**src/rtl/wpjs_pkg.sv**
```systemverilog
// Shared types and constants of the weighted priority job scheduler.
`timescale 1ns / 1ps

package wpjs_pkg;

    // Default size of the job store.
    localparam int JOB_SLOTS_DEF = 64;

    // Field widths.
    localparam int TAG_W    = 16;
    localparam int UNITS_W  = 16;
    localparam int WEIGHT_W = 16;
    localparam int PROD_W   = WEIGHT_W + UNITS_W;
    localparam int PEN_W    = 40;
    localparam int ENTRY_W  = TAG_W + WEIGHT_W + UNITS_W;

    // Item command codes.
    localparam logic CMD_ADD  = 1'b0;
    localparam logic CMD_TICK = 1'b1;

    // Commands from the controller to the datapath.
    typedef struct packed {
        logic latch_in;
        logic add_step;
        logic tick_step;
        logic add_commit;
        logic tick_commit;
    } t_dp_cmd;

    // Status from the datapath to the controller.
    typedef struct packed {
        logic add_done;
        logic tick_done;
    } t_dp_sts;

endpackage

```
**src/rtl/wpjs_dp.sv**
```systemverilog
// Datapath of the job scheduler: job store, slot scan, penalty and result registers.
`timescale 1ns / 1ps

module wpjs_dp #(
    parameter int JOB_SLOTS = wpjs_pkg::JOB_SLOTS_DEF
) (
    input  logic                          i_clk,
    input  logic                          i_rst_n,
    input  wpjs_pkg::t_dp_cmd             i_cmd_bus,
    output wpjs_pkg::t_dp_sts             o_sts_bus,
    input  logic                          i_cmd,
    input  logic [wpjs_pkg::TAG_W-1:0]    i_job_tag,
    input  logic [wpjs_pkg::UNITS_W-1:0]  i_unit_count,
    input  logic [wpjs_pkg::WEIGHT_W-1:0] i_job_weight,
    output logic                          o_accepted,
    output logic                          o_served,
    output logic [wpjs_pkg::TAG_W-1:0]    o_served_tag,
    output logic [wpjs_pkg::WEIGHT_W-1:0] o_served_weight,
    output logic [wpjs_pkg::UNITS_W-1:0]  o_units_left,
    output logic                          o_job_finished,
    output logic [wpjs_pkg::PEN_W-1:0]    o_pending_penalty
);
    import wpjs_pkg::*;

    localparam int IDX_W = $clog2(JOB_SLOTS);
    localparam int CNT_W = $clog2(JOB_SLOTS + 1);
    localparam logic [CNT_W-1:0] LAST_CNT = CNT_W'(JOB_SLOTS);

    // Job store: one write port, one registered read port.
    logic [ENTRY_W-1:0] mem [JOB_SLOTS];
    logic [ENTRY_W-1:0] r_rd_data;

    // Per-slot valid bits and scan control.
    logic [JOB_SLOTS-1:0] r_valid;
    logic [CNT_W-1:0]     r_idx;
    logic                 r_found;
    logic                 r_pipe;
    logic                 r_pipe_vbit;
    logic [IDX_W-1:0]     r_pipe_idx;
    logic [IDX_W-1:0]     r_best_idx;
    logic [ENTRY_W-1:0]   r_best_data;
    logic [PEN_W-1:0]     r_pen;

    // Latched item and the weight times units product.
    logic                 r_in_cmd;
    logic [TAG_W-1:0]     r_in_tag;
    logic [UNITS_W-1:0]   r_in_units;
    logic [WEIGHT_W-1:0]  r_in_weight;
    logic [PROD_W-1:0]    r_prod;

    logic                 scan_end;
    logic [IDX_W-1:0]     scan_addr;
    logic                 add_ok;
    logic [WEIGHT_W-1:0]  rd_weight;
    logic [TAG_W-1:0]     best_tag;
    logic [WEIGHT_W-1:0]  best_weight;
    logic [UNITS_W-1:0]   best_units;
    logic [UNITS_W-1:0]   best_left;
    logic                 mem_we;
    logic [IDX_W-1:0]     mem_wa;
    logic [ENTRY_W-1:0]   mem_wd;

    // Field views and decisions.
    assign scan_end    = (r_idx == LAST_CNT);
    assign scan_addr   = r_idx[IDX_W-1:0];
    assign rd_weight   = r_rd_data[UNITS_W +: WEIGHT_W];
    assign best_tag    = r_best_data[UNITS_W+WEIGHT_W +: TAG_W];
    assign best_weight = r_best_data[UNITS_W +: WEIGHT_W];
    assign best_units  = r_best_data[UNITS_W-1:0];
    assign best_left   = best_units - UNITS_W'(1);
    assign add_ok      = r_found && (r_in_units != '0);

    assign o_sts_bus.add_done  = r_found || scan_end;
    assign o_sts_bus.tick_done = scan_end && !r_pipe;

    // Store write selection: a new job on add, the decremented count on tick.
    always_comb begin
        mem_we = 1'b0;
        mem_wa = r_best_idx;
        mem_wd = {r_in_tag, r_in_weight, r_in_units};
        if (i_cmd_bus.add_commit && add_ok) begin
            mem_we = 1'b1;
        end else if (i_cmd_bus.tick_commit && r_found) begin
            mem_we = 1'b1;
            mem_wd = {best_tag, best_weight, best_left};
        end
    end

    // Job store write and scan read.
    always_ff @(posedge i_clk) begin
        if (mem_we) begin
            mem[mem_wa] <= mem_wd;
        end
        if (i_cmd_bus.tick_step && !scan_end) begin
            r_rd_data <= mem[scan_addr];
        end
    end

    // Latched item, product and scan payload.
    always_ff @(posedge i_clk) begin
        if (i_cmd_bus.latch_in) begin
            r_in_cmd    <= i_cmd;
            r_in_tag    <= i_job_tag;
            r_in_units  <= i_unit_count;
            r_in_weight <= i_job_weight;
        end
        r_prod <= PROD_W'(r_in_weight) * PROD_W'(r_in_units);
        if (i_cmd_bus.tick_step && !scan_end) begin
            r_pipe_vbit <= r_valid[scan_addr];
            r_pipe_idx  <= scan_addr;
        end
        if (i_cmd_bus.tick_step && r_pipe && r_pipe_vbit
                && (!r_found || rd_weight > best_weight)) begin
            r_best_data <= r_rd_data;
        end
    end

    // Scan control, valid bits and penalty total.
    always_ff @(posedge i_clk) begin
        if (!i_rst_n) begin
            r_valid    <= '0;
            r_idx      <= '0;
            r_found    <= 1'b0;
            r_pipe     <= 1'b0;
            r_best_idx <= '0;
            r_pen      <= '0;
        end else begin
            if (i_cmd_bus.latch_in) begin
                r_idx   <= '0;
                r_found <= 1'b0;
                r_pipe  <= 1'b0;
            end
            // Free-slot search: stop at the lowest slot without a job.
            if (i_cmd_bus.add_step && !r_found && !scan_end) begin
                if (!r_valid[scan_addr]) begin
                    r_found    <= 1'b1;
                    r_best_idx <= scan_addr;
                end else begin
                    r_idx <= r_idx + CNT_W'(1);
                end
            end
            // Heaviest-job search: strict compare keeps the lowest slot on ties.
            if (i_cmd_bus.tick_step) begin
                r_pipe <= !scan_end;
                if (!scan_end) begin
                    r_idx <= r_idx + CNT_W'(1);
                end
                if (r_pipe && r_pipe_vbit && (!r_found || rd_weight > best_weight)) begin
                    r_found    <= 1'b1;
                    r_best_idx <= r_pipe_idx;
                end
            end
            if (i_cmd_bus.add_commit && add_ok) begin
                r_valid[r_best_idx] <= 1'b1;
                r_pen <= r_pen + PEN_W'(r_prod);
            end
            if (i_cmd_bus.tick_commit && r_found) begin
                if (best_left == '0) begin
                    r_valid[r_best_idx] <= 1'b0;
                end
                r_pen <= r_pen - PEN_W'(best_weight);
            end
        end
    end

    // Result registers, loaded when an item completes.
    always_ff @(posedge i_clk) begin
        if (i_cmd_bus.add_commit) begin
            o_accepted        <= add_ok && (r_in_cmd == CMD_ADD);
            o_served          <= 1'b0;
            o_served_tag      <= '0;
            o_served_weight   <= '0;
            o_units_left      <= '0;
            o_job_finished    <= 1'b0;
            o_pending_penalty <= add_ok ? r_pen + PEN_W'(r_prod) : r_pen;
        end else if (i_cmd_bus.tick_commit) begin
            o_accepted        <= 1'b0;
            o_served          <= r_found;
            o_served_tag      <= r_found ? best_tag : '0;
            o_served_weight   <= r_found ? best_weight : '0;
            o_units_left      <= r_found ? best_left : '0;
            o_job_finished    <= r_found && (best_left == '0);
            o_pending_penalty <= r_found ? r_pen - PEN_W'(best_weight) : r_pen;
        end
    end

endmodule

```
**src/rtl/wpjs_ctrl.sv**
```systemverilog
// Controller of the job scheduler: item sequencing and result handshake.
`timescale 1ns / 1ps

module wpjs_ctrl (
    input  logic              i_clk,
    input  logic              i_rst_n,
    input  logic              i_valid,
    output logic              o_stall,
    input  logic              i_cmd,
    output logic              o_valid,
    input  logic              i_stall,
    output wpjs_pkg::t_dp_cmd o_cmd_bus,
    input  wpjs_pkg::t_dp_sts i_sts_bus
);
    import wpjs_pkg::*;

    typedef enum logic [2:0] {
        S_IDLE,
        S_ADD,
        S_ADD_DONE,
        S_TICK,
        S_TICK_DONE
    } t_state;

    t_state r_state;
    t_state n_state;
    logic   r_out_valid;
    logic   n_out_valid;
    logic   out_free;
    logic   in_xfer;

    assign o_stall  = (r_state != S_IDLE);
    assign o_valid  = r_out_valid;
    assign in_xfer  = i_valid && !o_stall;
    // The result register can take a new result when empty or being emptied.
    assign out_free = !r_out_valid || !i_stall;

    // Next state and datapath commands.
    always_comb begin
        n_state     = r_state;
        n_out_valid = r_out_valid && i_stall;
        o_cmd_bus   = '0;
        case (r_state)
            S_IDLE: begin
                if (in_xfer) begin
                    o_cmd_bus.latch_in = 1'b1;
                    n_state = (i_cmd == CMD_TICK) ? S_TICK : S_ADD;
                end
            end
            S_ADD: begin
                o_cmd_bus.add_step = 1'b1;
                if (i_sts_bus.add_done) begin
                    n_state = S_ADD_DONE;
                end
            end
            S_ADD_DONE: begin
                if (out_free) begin
                    o_cmd_bus.add_commit = 1'b1;
                    n_out_valid = 1'b1;
                    n_state = S_IDLE;
                end
            end
            S_TICK: begin
                o_cmd_bus.tick_step = 1'b1;
                if (i_sts_bus.tick_done) begin
                    n_state = S_TICK_DONE;
                end
            end
            S_TICK_DONE: begin
                if (out_free) begin
                    o_cmd_bus.tick_commit = 1'b1;
                    n_out_valid = 1'b1;
                    n_state = S_IDLE;
                end
            end
            default: begin
                n_state = S_IDLE;
            end
        endcase
    end

    // State and result valid.
    always_ff @(posedge i_clk) begin
        if (!i_rst_n) begin
            r_state     <= S_IDLE;
            r_out_valid <= 1'b0;
        end else begin
            r_state     <= n_state;
            r_out_valid <= n_out_valid;
        end
    end

endmodule

```
**src/rtl/weighted_priority_job_scheduler.sv**
```systemverilog
// An add completes once the free-slot search, which stops at the lowest empty slot, is
// done; a tick completes only after the scan has passed over every slot of the store.
// Items are taken one at a time; a tick holds the block for the slot scan through the
// single read port of the job store, and a result waits while the output holds the last.
// Reset: synchronous, active low; all slots become empty and the penalty total is zero,
// and the block is idle and ready to take an item as soon as reset is released.
`timescale 1ns / 1ps

module weighted_priority_job_scheduler #(
    parameter int JOB_SLOTS = wpjs_pkg::JOB_SLOTS_DEF
) (
    input  logic                          i_clk,
    input  logic                          i_rst_n,
    input  logic                          i_valid,
    output logic                          o_stall,
    input  logic                          i_cmd,
    input  logic [wpjs_pkg::TAG_W-1:0]    i_job_tag,
    input  logic [wpjs_pkg::UNITS_W-1:0]  i_unit_count,
    input  logic [wpjs_pkg::WEIGHT_W-1:0] i_job_weight,
    output logic                          o_valid,
    input  logic                          i_stall,
    output logic                          o_accepted,
    output logic                          o_served,
    output logic [wpjs_pkg::TAG_W-1:0]    o_served_tag,
    output logic [wpjs_pkg::WEIGHT_W-1:0] o_served_weight,
    output logic [wpjs_pkg::UNITS_W-1:0]  o_units_left,
    output logic                          o_job_finished,
    output logic [wpjs_pkg::PEN_W-1:0]    o_pending_penalty
);
    import wpjs_pkg::*;

    t_dp_cmd cmd_bus;
    t_dp_sts sts_bus;

    // Sequencer.
    wpjs_ctrl u_ctrl (
        .i_clk     (i_clk),
        .i_rst_n   (i_rst_n),
        .i_valid   (i_valid),
        .o_stall   (o_stall),
        .i_cmd     (i_cmd),
        .o_valid   (o_valid),
        .i_stall   (i_stall),
        .o_cmd_bus (cmd_bus),
        .i_sts_bus (sts_bus)
    );

    // Job store and arithmetic.
    wpjs_dp #(
        .JOB_SLOTS (JOB_SLOTS)
    ) u_dp (
        .i_clk             (i_clk),
        .i_rst_n           (i_rst_n),
        .i_cmd_bus         (cmd_bus),
        .o_sts_bus         (sts_bus),
        .i_cmd             (i_cmd),
        .i_job_tag         (i_job_tag),
        .i_unit_count      (i_unit_count),
        .i_job_weight      (i_job_weight),
        .o_accepted        (o_accepted),
        .o_served          (o_served),
        .o_served_tag      (o_served_tag),
        .o_served_weight   (o_served_weight),
        .o_units_left      (o_units_left),
        .o_job_finished    (o_job_finished),
        .o_pending_penalty (o_pending_penalty)
    );

`ifndef SYNTHESIS
    // A result is never both an accepted add and a served tick.
    a_one_kind: assert property (@(posedge i_clk) disable iff (!i_rst_n)
        o_valid |-> !(o_accepted && o_served))
        else $error("result flags both an add and a tick");

    // A finished job was served and has no units left.
    a_finish: assert property (@(posedge i_clk) disable iff (!i_rst_n)
        (o_valid && o_job_finished) |-> (o_served && o_units_left == '0))
        else $error("finished job with units left or not served");

    // An input transfer always keeps the block busy in the next cycle.
    a_busy: assert property (@(posedge i_clk) disable iff (!i_rst_n)
        (i_valid && !o_stall) |=> o_stall)
        else $error("block free right after an input transfer");

    // Every commit loads a valid result.
    a_commit: assert property (@(posedge i_clk) disable iff (!i_rst_n)
        (cmd_bus.add_commit || cmd_bus.tick_commit) |=> o_valid)
        else $error("commit without a result");
`endif

endmodule
```
**config.mk**
```make
export PLATFORM = sky130hd
export DESIGN_NAME = weighted_priority_job_scheduler
export DESIGN_NICKNAME = d
export VERILOG_FILES = /design/src/rtl/wpjs_pkg.sv /design/src/rtl/wpjs_dp.sv /design/src/rtl/wpjs_ctrl.sv /design/src/rtl/weighted_priority_job_scheduler.sv
export SDC_FILE = /design/constraint.sdc
export NUM_CORES = 2
export LEC_CHECK = 0
export BUFFER_PORTS_ARGS = -buffer_cell sky130_fd_sc_hd__buf_2
export CORE_MARGIN = 5
export CORE_UTILIZATION = 25
export DETAILED_ROUTE_END_ITERATION = 10
export MAX_ROUTING_LAYER = met4
export SLEW_MARGIN = 0
export SYNTH_ARGS = -nofsm -noshare
export SYNTH_HDL_FRONTEND = slang
export SYNTH_SLANG_ARGS = --single-unit
```
**constraint.sdc**
```tcl
create_clock -name i_clk -period 7.9 [get_ports i_clk]
set_input_delay 1.58 -clock i_clk [delete_from_list [all_inputs] [get_ports i_clk]]
set_output_delay 1.58 -clock i_clk [all_outputs]
set_load 0.05 [all_outputs]
```
==> impl_results.md <==
- Status: finished, final reports clean
- RSZ-0062 raised after global routing: no
- Layout cells sized above 1: 0.261
- Clk buf depth: 4
- Die X: 767 um
- Fin crit period: between 6000 and 7000 ps
- Reg2Reg Depth: 22
- Post-Route Setup TNS: 0 ps
- CTS-repair resized insts: 0
- Design Power: around 58 mW
- Number of antenna violations at the first check in global routing: 25
- CTS Hold Bufs: 0
- Synth async-reset ratio: 0
- Placed Area: 155000 um2
- Fin nets: 7984
- Yosys cell types: 87
- Post-CTS Setup Inserts: 0
- Lkg Pwr: 51.9 nW
- MaxCap Viol Count: 0
- Clock skew: 77.5 ps
- IO Pins: roughly 150
- Setup crit end kind: flip-flop
- Crit-path cells: and2_1, fa_1, inv_1, fa_1, fa_1, inv_1, fa_1, fa_1, inv_1, fa_1, inv_1, ha_1, a21oi_1, a21oi_1, a211o_1, o41a_1, nand2_1, nand3_1, a311oi_1, o21bai_1, a21oi_1, xnor2_1
- Total Routing Usage GR: 0.142
- Root Driver: clkbuf_16
- Fin. max-slew vios: 0
- IO Port Bufs: 145
- Syn avg cell area: 19.9 um2
- CP Class: reg2reg
- Critical Path RT: 8710 ps
- CTS buffer count: 356
- First-pass GRT wire length: roughly 590000 um
- CP dominant cell by count: fa_1
- Area leader, netlist: edfxtp_1
- Tightest Pin Transition: 1400 ps
- PD cells: 347 nW/um2
- Grt ovf: 0
- # rows: 278
- Total of warnings raised by yosys: 0
- Utilization after layout: 0.291
- Rel. slew slack: 0.0677
- Final wirelength: 417000 um
- CTS tree: yes
- Clk_lat worst skew: around 940 ps
- Die height: 767 um
- Leading register cell type out of synthesis: edfxtp_1
- Pin count of the biggest net entering global routing: 152
- CTS Sinks: between 3000 and 4000
- Final instance area: around 170000 um2
- Final hold violations: 0
- Area share of the leading cell type in the synthesized netlist: 0.684
- Synth Cell Area: 143000 um2
- R2r startpoint: u_dp.r_in_weight[7]$_DFFE_PP_
- Clock H-tree levels: 5
- Clock-pin slew on the worst setup and hold paths: 60 ps
- WHS Path Cells: 0
- Initial DRC Count: 9366
- Highest-count cells in the layout ignoring fill and taps: edfxtp_1, mux4_2, nand2_1, clkbuf_16, inv_1
- Hold path start: u_dp.r_rd_data[3]$_DFFE_PP_
- Max Fclk: approximately 150 MHz
- CP max-delay cell: edfxtp_1
- DRC Markers: 0
- Reg-to-reg endpoint: u_dp.r_prod[30]$_DFF_P_
- HP Class: reg2reg
- Commonest non-fill, non-tap cell in the layout: edfxtp_1
- WHS Endpoint: u_dp.r_best_data[3]$_DFFE_PP_
- Maximum VDD drop: roughly 0.0013 V
- Number of flops mapped to enable cells by yosys: 3265
- Vias: between 70000 and 80000
- Syn Inst Count: slightly above 7000
- Crit path launch type: flip-flop
- Syn nets: roughly 7600
- DR pass1 iterations: 7
- Critical Path Fanout Max: 17
- FF+latch count, synth: 3470
- Part of the Yosys area used for sequential elements: 0.713
- Top post-synthesis cells by area: edfxtp_1, mux4_2, dfxtp_1, fa_1, ha_1
- Final setup fails: 0
- Final Wtd Congestion: 0.836
- Crit-path max cell delay: 720 ps
- CP arrival: 7650 ps
- Fin crit share: 0.866
- Worst setup path startpoint: u_dp.r_in_weight[7]$_DFFE_PP_
- Vias in the first global route: 75163
- Area delta synth->final: 16.3%
- DIE AREA: 589000 um2
- Hpwl dp: 237000 um
- Drt wl/cell: 27.0 um
- Initial core utilization: 0.251
- Avg Vias per Cell: slightly below 5
- R2R Setup Slk: 1060 ps
- Detail Route Antenna Nets: 0
- Worst hold margin: 409 ps
- Core footprint: roughly 570000 um2
-- per-layer routing --
metal / vias up / global-route usage / wire length, um
li1: 29896 / - / -
met1: 40364 / 0.188 / 170000
met2: 3742 / 0.221 / 197000
met3: 735 / 0.0294 / 37800
met4: 0 / 0.0374 / 11900
met5: - / - / 0
-- report_power, final --
part           leakage, nW  internal, mW  switching (mW)
clock network         5.68          9.82            7.12
logic                 15.1          7.80            11.3
registers             31.1          21.4           0.399
total                 51.9          39.1            18.8
-- sequential cells by signal, indices dropped and copies added, names as in the netlist, 3 cells and up --
name,flops
u_dp.r_idx,7
u_dp.o_served_weight,16
u_dp.r_in_weight,16
u_dp.r_prod,32
u_dp.r_valid,64
u_ctrl.r_state,3
u_dp.r_in_tag,16
u_dp.o_units_left,16
u_dp.o_pending_penalty,40
u_dp.r_rd_data,48
u_dp.r_pen,40
u_dp.o_served_tag,16
u_dp.r_pipe_idx,6
u_dp.r_best_data,48
u_dp.r_in_units,16
u_dp.mem_wa,6
u_dp.mem,3072
-- kinds of logic after synthesis --
| family | count (synthesis) | share of synthesized area |
|---|---|---|
| flops | 3470 | 0.713 |
| mux | 1038 | 0.162 |
| simple gates | 975 | 0.0313 |
| buf+inv | 662 | 0.0183 |
| compound gates | 617 | 0.0277 |
| fa+ha+maj | 368 | 0.0424 |
| xor+xnor | 89 | 0.00544 |
-- synthesized netlist by cell type, types with 21 or more instances --
master / count
ha_1: 172
a31oi_1: 74
nand3_1: 21
a21o_1: 55
nor3_1: 37
edfxtp_1: 3265
dfxtp_1: 205
xnor2_1: 51
and2_1: 129
buf_2: 100
xor2_1: 38
mux4_2: 1028
clkbuf_1: 270
a21oi_1: 130
nor2_1: 255
buf_1: 21
fa_1: 196
inv_1: 267
o21ai_0: 166
nand2_1: 400
-- critical path, delay by kind of cell, from the launching register on --
| kind | cells | cell delay (ps) |
|---|---|---|
| adders and majority gates | 7 | 3320 |
| AOI/OAI and AO/OA | 7 | 1770 |
| buffers and inverters | 4 | 200 |
| and+or+nand+nor | 3 | 590 |
| DFF | 1 | 720 |
| xor gates and xnor gates | 1 | 150 |
-- final cells by class --
cell class	count	area (um2)
timing repair buffer	381	3020
sequential	3470	102000
antenna	4	10.0
tap	7560	9460
clock inverter	213	2340
inverter	267	1000
clock buffer	437	9370
fill	55316	405000
multi-input combinational	3087	39300
-- stage by stage --
stage,worst slack [ps],cells
2_1_floorplan,1700,7219
6_report,1060,15419
5_1_grt,592,15418
3_5_place_dp,972,14762
3_3_place_gp,843,14762
4_1_cts,1010,15412
-- how the worst max path moves through the flow --
stage | end | depth (start not counted) | slack (ps)
6_report | u_dp.r_prod[30]$_DFF_P_ | 22 | 1060
5_1_grt | u_dp.r_prod[30]$_DFF_P_ | 21 | 590
4_1_cts | u_dp.r_prod[30]$_DFF_P_ | 21 | 1010
3_5_place_dp | u_dp.r_prod[30]$_DFF_P_ | 21 | 970
3_3_place_gp | u_dp.r_prod[30]$_DFF_P_ | 21 | 840
2_1_floorplan | u_dp.r_prod[30]$_DFF_P_ | 23 | 1700
Power figures use the tool's default switching activity.
